### src/rtl/core/pcrl_pkg.sv
// Package for the packed grid-map decoder: field widths, cell codes,
// command opcodes and the command word passed from the parser to the expander.
// No dependencies.
`default_nettype none

package pcrl_pkg;

  // Widths of the result fields.
  localparam int COL_W  = 6;
  localparam int ROW_W  = 5;
  localparam int CELL_W = 3;

  // Run count width (a run holds up to nine cells).
  localparam int CNT_W  = 4;

  // Field that carries the grid width to the expander (holds up to 127).
  localparam int GWF_W  = 7;

  // Command queue depth and pointer width.
  localparam int QDEPTH = 4;
  localparam int QA_W   = 2;

  // Command opcodes.
  localparam logic [1:0] OP_HDR = 2'd0;
  localparam logic [1:0] OP_RUN = 2'd1;
  localparam logic [1:0] OP_POS = 2'd2;

  // Cell codes on the result channel.
  localparam logic [CELL_W-1:0] CELL_EMPTY  = 3'd0;
  localparam logic [CELL_W-1:0] CELL_WALL   = 3'd1;
  localparam logic [CELL_W-1:0] CELL_BOX    = 3'd2;
  localparam logic [CELL_W-1:0] CELL_TARGET = 3'd3;
  localparam logic [CELL_W-1:0] CELL_BOXT   = 3'd4;

  // Command word: a header (new grid width), a run of cells, or the player position.
  typedef struct packed {
    logic [1:0]        op;
    logic [CELL_W-1:0] cell_code;
    logic [CNT_W-1:0]  count;
    logic              last;
    logic [GWF_W-1:0]  gw;
    logic [COL_W-1:0]  col;
    logic [ROW_W-1:0]  row;
  } cmd_t;

endpackage

`default_nettype wire

### src/rtl/core/pcrl_in_if.sv
// Input channel of the map decoder: one record byte per transaction.
// No dependencies.
`default_nettype none

interface pcrl_in_if;
  logic       valid;
  logic       ready;
  logic [7:0] data_byte;

  modport source (output valid, output data_byte, input ready);
  modport sink   (input valid, input data_byte, output ready);
endinterface

`default_nettype wire

### src/rtl/core/pcrl_out_if.sv
// Result channel of the map decoder: one cell or player position per transaction.
// Depends on pcrl_pkg for the field widths.
`default_nettype none

interface pcrl_out_if;
  logic                         valid;
  logic                         ready;
  logic                         kind;
  logic [pcrl_pkg::CELL_W-1:0]  cell_res;
  logic [pcrl_pkg::COL_W-1:0]   col;
  logic [pcrl_pkg::ROW_W-1:0]   row;
  logic                         map_done;
  logic                         last;

  modport source (output valid, output kind, output cell_res, output col, output row,
                  output map_done, output last, input ready);
  modport sink   (input valid, input kind, input cell_res, input col, input row,
                  input map_done, input last, output ready);
endinterface

`default_nettype wire

### src/rtl/core/pcrl_queue.sv
// Short command queue between the byte parser and the cell expander.
// Depends on pcrl_pkg for the command word and the depth.
`default_nettype none

module pcrl_queue (
  input  wire logic           clk,
  input  wire logic           rst_n,
  input  wire logic           push,
  input  wire pcrl_pkg::cmd_t push_data,
  output logic                full,
  input  wire logic           pop,
  output pcrl_pkg::cmd_t      pop_data,
  output logic                empty
);

  pcrl_pkg::cmd_t              mem_r [pcrl_pkg::QDEPTH];
  logic [pcrl_pkg::QA_W-1:0]   wr_r;
  logic [pcrl_pkg::QA_W-1:0]   rd_r;
  logic [pcrl_pkg::QA_W:0]     cnt_r;
  logic [pcrl_pkg::QA_W:0]     cnt_nxt;

  // Status flags from the fill count.
  assign full     = (cnt_r == (pcrl_pkg::QA_W + 1)'(pcrl_pkg::QDEPTH));
  assign empty    = (cnt_r == '0);
  assign pop_data = mem_r[rd_r];

  // Fill count follows pushes and pops.
  always_comb begin
    cnt_nxt = cnt_r;
    if (push && !pop) begin
      cnt_nxt = cnt_r + 1'b1;
    end else if (pop && !push) begin
      cnt_nxt = cnt_r - 1'b1;
    end
  end

  // Pointers and count.
  always_ff @(posedge clk) begin
    if (!rst_n) begin
      wr_r  <= '0;
      rd_r  <= '0;
      cnt_r <= '0;
    end else begin
      if (push) begin
        wr_r <= wr_r + 1'b1;
      end
      if (pop) begin
        rd_r <= rd_r + 1'b1;
      end
      cnt_r <= cnt_nxt;
    end
  end

  // Storage needs no reset.
  always_ff @(posedge clk) begin
    if (push) begin
      mem_r[wr_r] <= push_data;
    end
  end

  a_no_overflow: assert property (@(posedge clk) disable iff (!rst_n)
    push |-> (!full || pop))
    else $error("queue push while full");

  a_no_underflow: assert property (@(posedge clk) disable iff (!rst_n)
    pop |-> !empty)
    else $error("queue pop while empty");

endmodule

`default_nettype wire

### src/rtl/core/pcrl_front.sv
// Byte parser of the map decoder: takes header, cell and epilog bytes, walks the cell
// stream one bit per cycle while the queue has room, and queues header, run and position
// commands. Depends on pcrl_pkg and pcrl_in_if.
`default_nettype none

module pcrl_front #(
  parameter int MAX_COLS = 40,
  parameter int MAX_ROWS = 25
) (
  input  wire logic      clk,
  input  wire logic      rst_n,
  pcrl_in_if.sink        in_chan,
  input  wire logic      q_full,
  output logic           q_push,
  output pcrl_pkg::cmd_t q_data
);

  localparam int GW_W = $clog2(MAX_COLS + 1);
  localparam int GH_W = $clog2(MAX_ROWS + 1);
  localparam int RW   = GW_W + GH_W;
  localparam int CW   = (RW > pcrl_pkg::CNT_W) ? RW : pcrl_pkg::CNT_W;

  localparam logic [7:0] MAXC_B  = 8'(MAX_COLS);
  localparam logic [7:0] MAXR_B  = 8'(MAX_ROWS);
  localparam logic [7:0] LASTC_B = 8'(MAX_COLS - 1);
  localparam logic [7:0] LASTR_B = 8'(MAX_ROWS - 1);

  // Record phases.
  localparam logic [2:0] PH_WIDTH  = 3'd0;
  localparam logic [2:0] PH_HEIGHT = 3'd1;
  localparam logic [2:0] PH_CELLS  = 3'd2;
  localparam logic [2:0] PH_PCOL   = 3'd3;
  localparam logic [2:0] PH_PROW   = 3'd4;

  // Code tree nodes.
  localparam logic [2:0] ND_START = 3'd0;
  localparam logic [2:0] ND_D3    = 3'd1;
  localparam logic [2:0] ND_D2    = 3'd2;
  localparam logic [2:0] ND_D1    = 3'd3;
  localparam logic [2:0] ND_C0    = 3'd4;
  localparam logic [2:0] ND_C0X   = 3'd5;
  localparam logic [2:0] ND_C1X   = 3'd6;
  localparam logic [2:0] ND_C11X  = 3'd7;

  logic [2:0]                    phase_r, phase_nxt;
  logic                          walk_r, walk_nxt;
  logic                          flush_r, flush_nxt;
  logic [GW_W-1:0]               width_r, width_nxt;
  logic [RW-1:0]                 rem_r, rem_nxt;
  logic [pcrl_pkg::COL_W-1:0]    pcol_r, pcol_nxt;
  logic [7:0]                    sh_r, sh_nxt;
  logic [2:0]                    bcnt_r, bcnt_nxt;
  logic [2:0]                    node_r, node_nxt;
  logic [pcrl_pkg::CNT_W-1:0]    runl_r, runl_nxt;
  logic                          pend_v_r, pend_v_nxt;
  logic [pcrl_pkg::CELL_W-1:0]   pend_cell_r, pend_cell_nxt;
  logic [pcrl_pkg::CNT_W-1:0]    pend_cnt_r, pend_cnt_nxt;

  logic                          accept;
  logic [GW_W-1:0]               w_sat;
  logic [GH_W-1:0]               h_sat;
  logic [pcrl_pkg::COL_W-1:0]    pc_sat;
  logic [pcrl_pkg::ROW_W-1:0]    pr_sat;
  logic                          b;
  logic [2:0]                    node_step;
  logic [pcrl_pkg::CNT_W-1:0]    runl_step;
  logic                          run_done;
  logic [pcrl_pkg::CELL_W-1:0]   cell_v;
  logic [pcrl_pkg::CNT_W-1:0]    emit_cnt;
  logic [RW-1:0]                 rem_after;
  logic                          grid_done;

  // A byte is taken only between bit walks and with room for a command.
  assign in_chan.ready = !walk_r && !flush_r && !q_full;
  assign accept        = in_chan.valid && in_chan.ready;

  // Saturated header and epilog values.
  assign w_sat  = (in_chan.data_byte > MAXC_B)  ? GW_W'(MAX_COLS) : GW_W'(in_chan.data_byte);
  assign h_sat  = (in_chan.data_byte > MAXR_B)  ? GH_W'(MAX_ROWS) : GH_W'(in_chan.data_byte);
  assign pc_sat = (in_chan.data_byte > LASTC_B) ? pcrl_pkg::COL_W'(MAX_COLS - 1)
                                                : pcrl_pkg::COL_W'(in_chan.data_byte);
  assign pr_sat = (in_chan.data_byte > LASTR_B) ? pcrl_pkg::ROW_W'(MAX_ROWS - 1)
                                                : pcrl_pkg::ROW_W'(in_chan.data_byte);

  // One step of the code tree on the current stream bit.
  always_comb begin
    b         = sh_r[7];
    node_step = node_r;
    runl_step = runl_r;
    run_done  = 1'b0;
    cell_v    = pcrl_pkg::CELL_EMPTY;
    unique case (node_r)
      ND_START: begin
        runl_step = b ? pcrl_pkg::CNT_W'(2) : pcrl_pkg::CNT_W'(1);
        node_step = b ? ND_D3 : ND_C0;
      end
      ND_D3: begin
        runl_step = runl_r + (b ? pcrl_pkg::CNT_W'(4) : '0);
        node_step = ND_D2;
      end
      ND_D2: begin
        runl_step = runl_r + (b ? pcrl_pkg::CNT_W'(2) : '0);
        node_step = ND_D1;
      end
      ND_D1: begin
        runl_step = runl_r + (b ? pcrl_pkg::CNT_W'(1) : '0);
        node_step = ND_C0;
      end
      ND_C0: begin
        node_step = b ? ND_C1X : ND_C0X;
      end
      ND_C0X: begin
        run_done = 1'b1;
        cell_v   = b ? pcrl_pkg::CELL_WALL : pcrl_pkg::CELL_EMPTY;
      end
      ND_C1X: begin
        if (b) begin
          node_step = ND_C11X;
        end else begin
          run_done = 1'b1;
          cell_v   = pcrl_pkg::CELL_BOX;
        end
      end
      ND_C11X: begin
        run_done = 1'b1;
        cell_v   = b ? pcrl_pkg::CELL_BOXT : pcrl_pkg::CELL_TARGET;
      end
    endcase
    if (run_done) begin
      node_step = ND_START;
      runl_step = '0;
    end
  end

  // A finished run is clipped to the cells left in the grid.
  assign emit_cnt  = (CW'(rem_r) < CW'(runl_r)) ? pcrl_pkg::CNT_W'(rem_r) : runl_r;
  assign rem_after = rem_r - RW'(emit_cnt);
  assign grid_done = run_done && (rem_after == '0);

  // Phase control, bit walk and command pushes.
  always_comb begin
    phase_nxt     = phase_r;
    walk_nxt      = walk_r;
    flush_nxt     = flush_r;
    width_nxt     = width_r;
    rem_nxt       = rem_r;
    pcol_nxt      = pcol_r;
    sh_nxt        = sh_r;
    bcnt_nxt      = bcnt_r;
    node_nxt      = node_r;
    runl_nxt      = runl_r;
    pend_v_nxt    = pend_v_r;
    pend_cell_nxt = pend_cell_r;
    pend_cnt_nxt  = pend_cnt_r;
    q_push        = 1'b0;
    q_data        = '0;
    if (accept) begin
      unique case (phase_r)
        PH_WIDTH: begin
          width_nxt = w_sat;
          node_nxt  = ND_START;
          runl_nxt  = '0;
          phase_nxt = PH_HEIGHT;
        end
        PH_HEIGHT: begin
          rem_nxt   = RW'(width_r) * RW'(h_sat);
          node_nxt  = ND_START;
          runl_nxt  = '0;
          q_push    = 1'b1;
          q_data.op = pcrl_pkg::OP_HDR;
          q_data.gw = pcrl_pkg::GWF_W'(width_r);
          phase_nxt = (width_r == '0 || h_sat == '0) ? PH_PCOL : PH_CELLS;
        end
        PH_CELLS: begin
          sh_nxt   = in_chan.data_byte;
          bcnt_nxt = 3'd7;
          walk_nxt = 1'b1;
        end
        PH_PCOL: begin
          pcol_nxt  = pc_sat;
          phase_nxt = PH_PROW;
        end
        default: begin
          q_push      = 1'b1;
          q_data.op   = pcrl_pkg::OP_POS;
          q_data.col  = pcol_r;
          q_data.row  = pr_sat;
          q_data.last = 1'b1;
          phase_nxt   = PH_WIDTH;
        end
      endcase
    end else if (walk_r && !q_full) begin
      // The previous run is sent once a later run proves it is not the byte's last.
      sh_nxt   = {sh_r[6:0], 1'b0};
      bcnt_nxt = bcnt_r - 3'd1;
      node_nxt = node_step;
      runl_nxt = runl_step;
      if (run_done) begin
        rem_nxt = rem_after;
        if (pend_v_r) begin
          q_push           = 1'b1;
          q_data.op        = pcrl_pkg::OP_RUN;
          q_data.cell_code = pend_cell_r;
          q_data.count     = pend_cnt_r;
        end
        pend_v_nxt    = 1'b1;
        pend_cell_nxt = cell_v;
        pend_cnt_nxt  = emit_cnt;
      end
      if (grid_done) begin
        phase_nxt = PH_PCOL;
        node_nxt  = ND_START;
        runl_nxt  = '0;
      end
      if (grid_done || bcnt_r == 3'd0) begin
        walk_nxt  = 1'b0;
        flush_nxt = 1'b1;
      end
    end else if (flush_r) begin
      // The held run closes the byte's results.
      if (!pend_v_r) begin
        flush_nxt = 1'b0;
      end else if (!q_full) begin
        q_push           = 1'b1;
        q_data.op        = pcrl_pkg::OP_RUN;
        q_data.cell_code = pend_cell_r;
        q_data.count     = pend_cnt_r;
        q_data.last      = 1'b1;
        pend_v_nxt       = 1'b0;
        flush_nxt        = 1'b0;
      end
    end
  end

  // Control and record state.
  always_ff @(posedge clk) begin
    if (!rst_n) begin
      phase_r  <= PH_WIDTH;
      walk_r   <= 1'b0;
      flush_r  <= 1'b0;
      width_r  <= '0;
      rem_r    <= '0;
      pcol_r   <= '0;
      node_r   <= ND_START;
      runl_r   <= '0;
      pend_v_r <= 1'b0;
    end else begin
      phase_r  <= phase_nxt;
      walk_r   <= walk_nxt;
      flush_r  <= flush_nxt;
      width_r  <= width_nxt;
      rem_r    <= rem_nxt;
      pcol_r   <= pcol_nxt;
      node_r   <= node_nxt;
      runl_r   <= runl_nxt;
      pend_v_r <= pend_v_nxt;
    end
  end

  // Byte shifter and held run.
  always_ff @(posedge clk) begin
    sh_r        <= sh_nxt;
    bcnt_r      <= bcnt_nxt;
    pend_cell_r <= pend_cell_nxt;
    pend_cnt_r  <= pend_cnt_nxt;
  end

  a_walk_in_cells: assert property (@(posedge clk) disable iff (!rst_n)
    walk_r |-> (phase_r == PH_CELLS && rem_r != '0))
    else $error("bit walk outside the cell phase or with no cells left");

  a_walk_flush_excl: assert property (@(posedge clk) disable iff (!rst_n)
    !(walk_r && flush_r))
    else $error("bit walk and flush at the same time");

endmodule

`default_nettype wire

### src/rtl/core/pcrl_back.sv
// Cell expander of the map decoder: takes queued commands, expands runs into one cell
// result per cycle with column and row while the output is not stalled, and drives the
// output register. Depends on pcrl_pkg and pcrl_out_if.
`default_nettype none

module pcrl_back #(
  parameter int MAX_COLS = 40
) (
  input  wire logic           clk,
  input  wire logic           rst_n,
  input  wire logic           q_empty,
  output logic                q_pop,
  input  wire pcrl_pkg::cmd_t q_data,
  pcrl_out_if.source          out_chan
);

  localparam int GW_W = $clog2(MAX_COLS + 1);

  logic                          ovalid_r, ovalid_nxt;
  logic                          okind_r, okind_nxt;
  logic [pcrl_pkg::CELL_W-1:0]   ocell_r, ocell_nxt;
  logic [pcrl_pkg::COL_W-1:0]    ocol_r, ocol_nxt;
  logic [pcrl_pkg::ROW_W-1:0]    orow_r, orow_nxt;
  logic                          odone_r, odone_nxt;
  logic                          olast_r, olast_nxt;
  logic                          active_r, active_nxt;
  logic [pcrl_pkg::CNT_W-1:0]    cnt_r, cnt_nxt;
  logic [pcrl_pkg::CELL_W-1:0]   cell_r, cell_nxt;
  logic                          clast_r, clast_nxt;
  logic [GW_W-1:0]               width_r, width_nxt;
  logic [pcrl_pkg::COL_W-1:0]    col_r, col_nxt;
  logic [pcrl_pkg::ROW_W-1:0]    row_r, row_nxt;

  logic                          slot_free;
  logic [pcrl_pkg::COL_W:0]      col_inc;
  logic                          wrap;
  logic [pcrl_pkg::COL_W-1:0]    col_adv;
  logic [pcrl_pkg::ROW_W-1:0]    row_adv;

  assign out_chan.valid    = ovalid_r;
  assign out_chan.kind     = okind_r;
  assign out_chan.cell_res = ocell_r;
  assign out_chan.col      = ocol_r;
  assign out_chan.row      = orow_r;
  assign out_chan.map_done = odone_r;
  assign out_chan.last     = olast_r;

  assign slot_free = !ovalid_r || out_chan.ready;

  // Next grid position in row-major order.
  assign col_inc = {1'b0, col_r} + 1'b1;
  assign wrap    = (col_inc >= (pcrl_pkg::COL_W + 1)'(width_r));
  assign col_adv = wrap ? '0 : col_inc[pcrl_pkg::COL_W-1:0];
  assign row_adv = wrap ? row_r + 1'b1 : row_r;

  // Run expansion and command decode.
  always_comb begin
    ovalid_nxt = ovalid_r;
    okind_nxt  = okind_r;
    ocell_nxt  = ocell_r;
    ocol_nxt   = ocol_r;
    orow_nxt   = orow_r;
    odone_nxt  = odone_r;
    olast_nxt  = olast_r;
    active_nxt = active_r;
    cnt_nxt    = cnt_r;
    cell_nxt   = cell_r;
    clast_nxt  = clast_r;
    width_nxt  = width_r;
    col_nxt    = col_r;
    row_nxt    = row_r;
    q_pop      = 1'b0;
    if (slot_free) begin
      ovalid_nxt = 1'b0;
      if (active_r) begin
        ovalid_nxt = 1'b1;
        okind_nxt  = 1'b0;
        ocell_nxt  = cell_r;
        ocol_nxt   = col_r;
        orow_nxt   = row_r;
        odone_nxt  = 1'b0;
        olast_nxt  = clast_r && (cnt_r == pcrl_pkg::CNT_W'(1));
        cnt_nxt    = cnt_r - 1'b1;
        active_nxt = (cnt_r != pcrl_pkg::CNT_W'(1));
        col_nxt    = col_adv;
        row_nxt    = row_adv;
      end else if (!q_empty) begin
        q_pop = 1'b1;
        unique case (q_data.op)
          pcrl_pkg::OP_HDR: begin
            width_nxt = q_data.gw[GW_W-1:0];
            col_nxt   = '0;
            row_nxt   = '0;
          end
          pcrl_pkg::OP_RUN: begin
            ovalid_nxt = 1'b1;
            okind_nxt  = 1'b0;
            ocell_nxt  = q_data.cell_code;
            ocol_nxt   = col_r;
            orow_nxt   = row_r;
            odone_nxt  = 1'b0;
            olast_nxt  = q_data.last && (q_data.count == pcrl_pkg::CNT_W'(1));
            cnt_nxt    = q_data.count - 1'b1;
            active_nxt = (q_data.count != pcrl_pkg::CNT_W'(1));
            cell_nxt   = q_data.cell_code;
            clast_nxt  = q_data.last;
            col_nxt    = col_adv;
            row_nxt    = row_adv;
          end
          pcrl_pkg::OP_POS: begin
            ovalid_nxt = 1'b1;
            okind_nxt  = 1'b1;
            ocell_nxt  = pcrl_pkg::CELL_EMPTY;
            ocol_nxt   = q_data.col;
            orow_nxt   = q_data.row;
            odone_nxt  = 1'b1;
            olast_nxt  = 1'b1;
          end
          default: begin
          end
        endcase
      end
    end
  end

  // Control and position state.
  always_ff @(posedge clk) begin
    if (!rst_n) begin
      ovalid_r <= 1'b0;
      active_r <= 1'b0;
      width_r  <= '0;
      col_r    <= '0;
      row_r    <= '0;
    end else begin
      ovalid_r <= ovalid_nxt;
      active_r <= active_nxt;
      width_r  <= width_nxt;
      col_r    <= col_nxt;
      row_r    <= row_nxt;
    end
  end

  // Output and run payload.
  always_ff @(posedge clk) begin
    okind_r <= okind_nxt;
    ocell_r <= ocell_nxt;
    ocol_r  <= ocol_nxt;
    orow_r  <= orow_nxt;
    odone_r <= odone_nxt;
    olast_r <= olast_nxt;
    cnt_r   <= cnt_nxt;
    cell_r  <= cell_nxt;
    clast_r <= clast_nxt;
  end

  a_active_count: assert property (@(posedge clk) disable iff (!rst_n)
    active_r |-> (cnt_r != '0))
    else $error("run expansion active with no cells left");

  a_pos_closes: assert property (@(posedge clk) disable iff (!rst_n)
    (ovalid_r && okind_r) |-> (odone_r && olast_r))
    else $error("position result without done and last");

endmodule

`default_nettype wire

### src/rtl/core/prefix_code_run_length_map_decoder_top.sv
// Packed grid-map decoder, top level. Header and epilog bytes are handled when taken; a
// cell byte has an accepting step, a walk over its stream bits in the parser (cut short
// when the grid ends inside the byte) and a closing step. The expander sends one result
// per cycle while the output is not stalled. A run is queued when the next run of the
// byte ends or at its closing step; its first cell goes through the queue and the output
// register. Synchronous active-low reset empties the queue and waits for a width byte.
`default_nettype none

module prefix_code_run_length_map_decoder_top #(
  parameter int MAX_COLS = 40,
  parameter int MAX_ROWS = 25
) (
  input  wire logic   clk,
  input  wire logic   rst_n,
  pcrl_in_if.sink     in_chan,
  pcrl_out_if.source  out_chan
);

  pcrl_pkg::cmd_t push_data;
  pcrl_pkg::cmd_t pop_data;
  logic           push;
  logic           pop;
  logic           full;
  logic           empty;

  // Byte parser.
  pcrl_front #(
    .MAX_COLS (MAX_COLS),
    .MAX_ROWS (MAX_ROWS)
  ) u_front (
    .clk     (clk),
    .rst_n   (rst_n),
    .in_chan (in_chan),
    .q_full  (full),
    .q_push  (push),
    .q_data  (push_data)
  );

  // Command queue.
  pcrl_queue u_queue (
    .clk       (clk),
    .rst_n     (rst_n),
    .push      (push),
    .push_data (push_data),
    .full      (full),
    .pop       (pop),
    .pop_data  (pop_data),
    .empty     (empty)
  );

  // Cell expander.
  pcrl_back #(
    .MAX_COLS (MAX_COLS)
  ) u_back (
    .clk      (clk),
    .rst_n    (rst_n),
    .q_empty  (empty),
    .q_pop    (pop),
    .q_data   (pop_data),
    .out_chan (out_chan)
  );

endmodule

`default_nettype wire
### src/flat_wrapper.sv
// flat-port wrapper written by rule: the top's interface ports become plain ports
module prefix_code_run_length_map_decoder_top_flat 
#(
  parameter int MAX_COLS = 40,
  parameter int MAX_ROWS = 25
)
  (clk, rst_n, in_chan_valid, in_chan_data_byte, in_chan_ready, out_chan_valid, out_chan_kind, out_chan_cell_res, out_chan_col, out_chan_row, out_chan_map_done, out_chan_last, out_chan_ready);
  pcrl_in_if in_chan_i ();
  pcrl_out_if out_chan_i ();
  input  wire logic clk;
  input  wire logic rst_n;
  input wire logic [$bits(in_chan_i.valid)-1:0] in_chan_valid;
  input wire logic [$bits(in_chan_i.data_byte)-1:0] in_chan_data_byte;
  output wire logic [$bits(in_chan_i.ready)-1:0] in_chan_ready;
  output wire logic [$bits(out_chan_i.valid)-1:0] out_chan_valid;
  output wire logic [$bits(out_chan_i.kind)-1:0] out_chan_kind;
  output wire logic [$bits(out_chan_i.cell_res)-1:0] out_chan_cell_res;
  output wire logic [$bits(out_chan_i.col)-1:0] out_chan_col;
  output wire logic [$bits(out_chan_i.row)-1:0] out_chan_row;
  output wire logic [$bits(out_chan_i.map_done)-1:0] out_chan_map_done;
  output wire logic [$bits(out_chan_i.last)-1:0] out_chan_last;
  input wire logic [$bits(out_chan_i.ready)-1:0] out_chan_ready;
  assign in_chan_i.valid = in_chan_valid;
  assign in_chan_i.data_byte = in_chan_data_byte;
  assign in_chan_ready = in_chan_i.ready;
  assign out_chan_valid = out_chan_i.valid;
  assign out_chan_kind = out_chan_i.kind;
  assign out_chan_cell_res = out_chan_i.cell_res;
  assign out_chan_col = out_chan_i.col;
  assign out_chan_row = out_chan_i.row;
  assign out_chan_map_done = out_chan_i.map_done;
  assign out_chan_last = out_chan_i.last;
  assign out_chan_i.ready = out_chan_ready;
  prefix_code_run_length_map_decoder_top #(.MAX_COLS(MAX_COLS), .MAX_ROWS(MAX_ROWS)) u_core (.clk(clk), .rst_n(rst_n), .in_chan(in_chan_i), .out_chan(out_chan_i));
endmodule
### config.mk
export PLATFORM = sky130hd
export DESIGN_NAME = prefix_code_run_length_map_decoder_top_flat
export DESIGN_NICKNAME = d
export VERILOG_FILES = /design/src/rtl/core/pcrl_pkg.sv /design/src/rtl/core/pcrl_in_if.sv /design/src/rtl/core/pcrl_out_if.sv /design/src/rtl/core/pcrl_queue.sv /design/src/rtl/core/pcrl_front.sv /design/src/rtl/core/pcrl_back.sv /design/src/rtl/core/prefix_code_run_length_map_decoder_top.sv /design/src/flat_wrapper.sv
export SDC_FILE = /design/constraint.sdc
export NUM_CORES = 1
export LEC_CHECK = 0
export BUFFER_PORTS_ARGS = -buffer_cell sky130_fd_sc_hd__buf_2
export CORE_AREA = 5 5 161 163
export DETAILED_ROUTE_END_ITERATION = 12
export DIE_AREA = 0 0 166 168
export PLACE_DENSITY = 0.59
export SETUP_SLACK_MARGIN = 0.2
export SLEW_MARGIN = 0
export SYNTH_ARGS = -nofsm -noshare
export SYNTH_HDL_FRONTEND = slang
export SYNTH_SLANG_ARGS = --single-unit
### constraint.sdc
create_clock -name clk -period 5.5 [get_ports clk]
set_clock_uncertainty 0.15 [all_clocks]
set_input_delay 0 -clock clk [delete_from_list [all_inputs] [get_ports clk]]
set_output_delay 0 -clock clk [all_outputs]
set_load 0.01 [all_outputs]
==> impl_table.tex <==
\begin{tabular}{lr}
\hline
Metric & Value \\
\hline
\multicolumn{2}{l}{\textbf{Die}} \\
\quad Top-level I/O count & 31 \\
\quad Overall die height & 168 um \\
\quad Standard-cell row count & 57 \\
\quad Starting Density & 44.20\% \\
\quad Die Width & 166 um \\
\quad Area of the die & 27890 um\^{}2 \\
\quad Floorplan core area & 24180 um\^{}2 \\
\multicolumn{2}{l}{\textbf{Drt}} \\
\quad DR vias & 6765 \\
\quad Number of remaining DRC errors & 0 \\
\quad Average routed wire per standard cell & 17.13 um \\
\quad Avg Vias per Cell & 5.339 \\
\quad Number of routed nets with antenna violations & 0 \\
\quad Final wirelength & 21.70 mm \\
\quad First-iteration detailed-routing DRC count & 518 \\
\quad Detailed Routing Iterations Pass 1 & 5 \\
\multicolumn{2}{l}{\textbf{Clock tree}} \\
\quad CTS tree & built \\
\quad Count of H-tree levels built during CTS & 1 \\
\quad Buffer depth of the longest clock path & 3 \\
\quad Post-CTS setup repair buffer count & 0 \\
\quad Number of buffers added to fix hold violations after cts & 12 \\
\quad Latest clock arrival within the worst-skew pair & 0.51 ns \\
\quad CTS-repair resized insts & 0 \\
\quad CTS Buf Count & 24 \\
\quad Clk sinks & 214 \\
\quad Clock Tree Root & sky130\_fd\_sc\_hd\_\_clkbuf\_16 \\
\quad Clock Pin Slew Worst Setup and Hold Paths & 0.06 ns \\
\multicolumn{2}{l}{\textbf{Logic synthesis}} \\
\quad Cell area after synthesis & 10690 um\^{}2 \\
\quad Mean post-synth cell area & 11.97 um\^{}2 \\
\quad Ys async rst share & 0\% \\
\quad Unique cell type count in the Yosys netlist & 71 \\
\quad Post-synthesis sequential area ratio & 54.14\% \\
\quad Synth Instances & 893 \\
\quad Most used flip-flop cell after synthesis & sky130\_fd\_sc\_hd\_\_edfxtp\_1 \\
\quad Number of storage elements in the synthesis netlist & 214 \\
\quad YS warnings & 0 \\
\quad Net count of the mapped netlist & 971 \\
\quad Number of synthesized flops with an enable pin & 150 \\
\multicolumn{2}{l}{\textbf{Place}} \\
\quad Final weighted congestion in routability-driven placement & 0.8187 \\
\quad Sum of net half-perimeters after detailed placement & 14.80 mm \\
\quad Number of I/O port buffers & 30 \\
\quad Dpl ws & 0.9991 ns \\
\quad Placed Cells & 1211 \\
\multicolumn{2}{l}{\textbf{Layout}} \\
\quad \# nets final & 1003 \\
\quad Filler instances & 2151 \\
\quad Count of inserted antenna diode cells & 0 \\
\quad Fraction of layout instances using a drive strength above 1 & 14.63\% \\
\quad Post-layout util & 49.64\% \\
\quad Signed area change from the synthesized netlist to the final layout & 12.31\% \\
\quad Final Instance Count excl. Fillers & 1267 \\
\multicolumn{2}{l}{\textbf{GRT}} \\
\quad Pin count of the biggest net entering global routing & 55 \\
\quad Wire length of the first global-routing pass & 36.25 mm \\
\quad Global-route congestion overflow total & 0 \\
\quad Via count of the first global-routing pass & 6692 \\
\quad Antenna violations before repair & 0 \\
\quad Total track usage & 15.73\% \\
\multicolumn{2}{l}{\textbf{STA}} \\
\quad Fin Setup TNS & 0 ns \\
\quad Worst setup slack after layout & 0.9268 ns \\
\quad Peak clock frequency supported by timing & 218.7 MHz \\
\quad Fin. max-slew vios & 0 \\
\quad Final Hold Fails & 0 \\
\quad RSZ-0062 raised after global routing & false \\
\quad Worst slew margin & 26.85\% \\
\quad Transition time at the pin with the least slew margin & 1.096 ns \\
\quad Final setup violation count & 0 \\
\quad Period utilisation layout & 83.15\% \\
\quad Final Critical Period & 4.573 ns \\
\multicolumn{2}{l}{\textbf{Critical path}} \\
\quad Endpoint required time on the critical path & 5.75 ns \\
\quad Count of cells along the worst register-to-register path & 15 \\
\quad CP Data Arrival Time & 4.83 ns \\
\quad Type of element launching the critical path & primary input \\
\quad Crit path to & u\_core.u\_front.rem\_r[10]\$\_SDFFE\_PN0P\_ \\
\quad Register-to-register path setup slack & 1.32 ns \\
\quad Worst Setup SP & in\_chan\_data\_byte[6] \\
\quad Type of the worst setup path & in2reg \\
\quad Worst R2R End & u\_core.u\_front.rem\_r[6]\$\_SDFFE\_PN0P\_ \\
\quad Maximum fanout encountered on the critical timing path & 12 \\
\quad Element type at the critical path end & flip-flop \\
\quad Worst reg2reg startpoint & u\_core.u\_front.runl\_r[1]\$\_SDFFE\_PN0P\_ \\
\multicolumn{2}{l}{\textbf{Pwr}} \\
\quad Internal Pwr Total & 3.429 mW \\
\quad Net load switching power & 1.527 mW \\
\quad Power density cells & 412.9 nW/um\^{}2 \\
\quad Logic gate share of total power & 27.1\% \\
\quad Reg power frac & 41.7\% \\
\quad Maximum resistive drop on vdd & 0.2217 mV \\
\quad Static Leakage & 4.554 nW \\
\quad Switching Fraction & 30.81\% \\
\quad Clk network pwr share & 31.2\% \\
\quad Total power after layout & 4.956 mW \\
\multicolumn{2}{l}{\textbf{Run}} \\
\quad Number of violations of the max-capacitance limit & 0 \\
\multicolumn{2}{l}{\textbf{Min path}} \\
\quad Worst hold path class & in2reg \\
\quad Hold Path Origin & in\_chan\_valid \\
\multicolumn{2}{l}{\textbf{Status}} \\
\quad Run status & finished, final reports clean \\
\hline
\end{tabular}
-- layer usage --
layer	part of all wire, %	global-route usage (%)	vias up
li1	-	-	3334
met1	48	22.17	3290
met2	47	26.10	111
met3	3.4	2.462	30
met4	2.1	3.264	0
met5	0	0	-
-- metrics by stage --
stage	hold WS, ns	instance area, um^2
global placement	0.1534	11110
finish	0.07895	12000
floorplan	0.004296	10690
CTS	0.04639	12000
detailed placement	0.1597	11110
global route	0.06447	12000
-- cell type report --
cell class	instances	area, um^2	share of cell area [%]
Clock buffer	28	615.6	5.129
Clock inverter	16	152.6	1.272
Inverter	47	176.4	1.470
Multi-Input combinational cell	588	4534	37.78
Sequential cell	214	5787	48.22
Tap cell	324	405.4	3.378
Timing Repair Buffer	50	330.3	2.752
-- worst min-delay path by stage --
stage / cells past startpoint / endpoint
after global placement: 3 / u_core.u_front.sh_r[6]$_DFFE_PP_
after global routing: 3 / u_core.u_front.sh_r[0]$_SDFFCE_PN0P_
after detailed placement: 3 / u_core.u_front.sh_r[6]$_DFFE_PP_
final: 3 / u_core.u_front.sh_r[0]$_SDFFCE_PN0P_
after CTS: 3 / u_core.u_front.sh_r[0]$_SDFFCE_PN0P_
after floorplan: 2 / u_core.u_front.width_r[0]$_SDFFE_PN0P_
-- cell usage after synthesis (all sizes together), types with 9 or more instances --
cell type,n,area [um^2]
and3,22,137.6
fa,15,300.3
buf,17,97.60
and2,27,168.9
clkbuf,27,102.6
xor2,14,122.6
mux2,13,150.1
nand3,18,90.09
a211oi,9,67.56
o21ai,33,168.9
a21oi,47,257.8
nor2,79,299.0
nor2b,13,81.33
xnor2,12,105.1
ha,51,638.1
mux4,27,608.1
nor3,22,110.1
dfxtp,64,1281
edfxtp,150,4504
nand2,67,251.5
inv,47,176.4
mux2i,14,140.1
-- power by group through the flow --
stage                     logic, mW  clock network [mW]  registers (mW)
after floorplan                1.01                   0            2.09
after global placement         1.35                   0            2.10
after detailed placement       1.35                   0            2.10
after CTS                      1.37                1.58            2.07
after global routing           1.52                1.67            2.09
final                          1.34                1.55            2.06
-- critical path: stages --
cell and delay [ns]:
sky130_fd_sc_hd__dlygate4sd3_1 0.53, sky130_fd_sc_hd__buf_2 0.14, sky130_fd_sc_hd__or3_1 0.48, sky130_fd_sc_hd__a21oi_1 0.16, sky130_fd_sc_hd__buf_4 0.18, sky130_fd_sc_hd__and2_1 0.18, sky130_fd_sc_hd__nand2_1 0.08, sky130_fd_sc_hd__fa_1 0.48
sky130_fd_sc_hd__fa_1 0.53, sky130_fd_sc_hd__fa_1 0.55, sky130_fd_sc_hd__inv_1 0.04, sky130_fd_sc_hd__ha_1 0.34, sky130_fd_sc_hd__a21oi_1 0.25, sky130_fd_sc_hd__o211ai_1 0.15, sky130_fd_sc_hd__o41ai_1 0.34, sky130_fd_sc_hd__xor2_1 0.18
sky130_fd_sc_hd__nor2_1 0.05, sky130_fd_sc_hd__o21a_1 0.16
-- registers in the layout (all words and copies together), names as in the netlist, 4 cells and up, named ones only --
name and flops:
u_core.u_queue.mem_r 108, u_core.u_front.runl_r 4, u_core.u_back.cnt_r 4, u_core.u_back.col_r 6
u_core.u_back.out_chan.col 6, u_core.u_back.out_chan.row 5, u_core.u_front.width_r 6, u_core.u_back.width_r 6
u_core.u_front.rem_r 11, u_core.u_front.pend_cnt_r 4, u_core.u_back.row_r 5, u_core.u_front.sh_r 8
u_core.u_front.pcol_r 6
-- layout by cell type, fill, tap and decap left out, drive strengths merged, types with 9 or more instances in the layout --
cell type	synthesis	final
nor2	79	79
dlygate4sd3	0	12
mux2i	14	14
xnor2	12	12
and2	27	27
inv	47	47
edfxtp	150	150
nand2	67	67
a21oi	47	47
a211oi	9	9
nor3	22	22
nand3	18	18
fa	15	15
mux4	27	27
buf	17	38
xor2	14	14
ha	51	51
clkbuf	27	28
clkinv	0	12
dfxtp	64	64
and3	22	22
o21ai	33	33
mux2	13	13
nor2b	13	13
-- logic make-up after synthesis --
family,synth area share [%]
adders and majority gates,8.781
and+or+nand+nor,13.55
xor gates and xnor gates,2.131
AOI/OAI and AO/OA,9.472
DFF,54.14
muxes,8.406
buffers and inverters,3.524
Power figures use the tool's default switching activity.
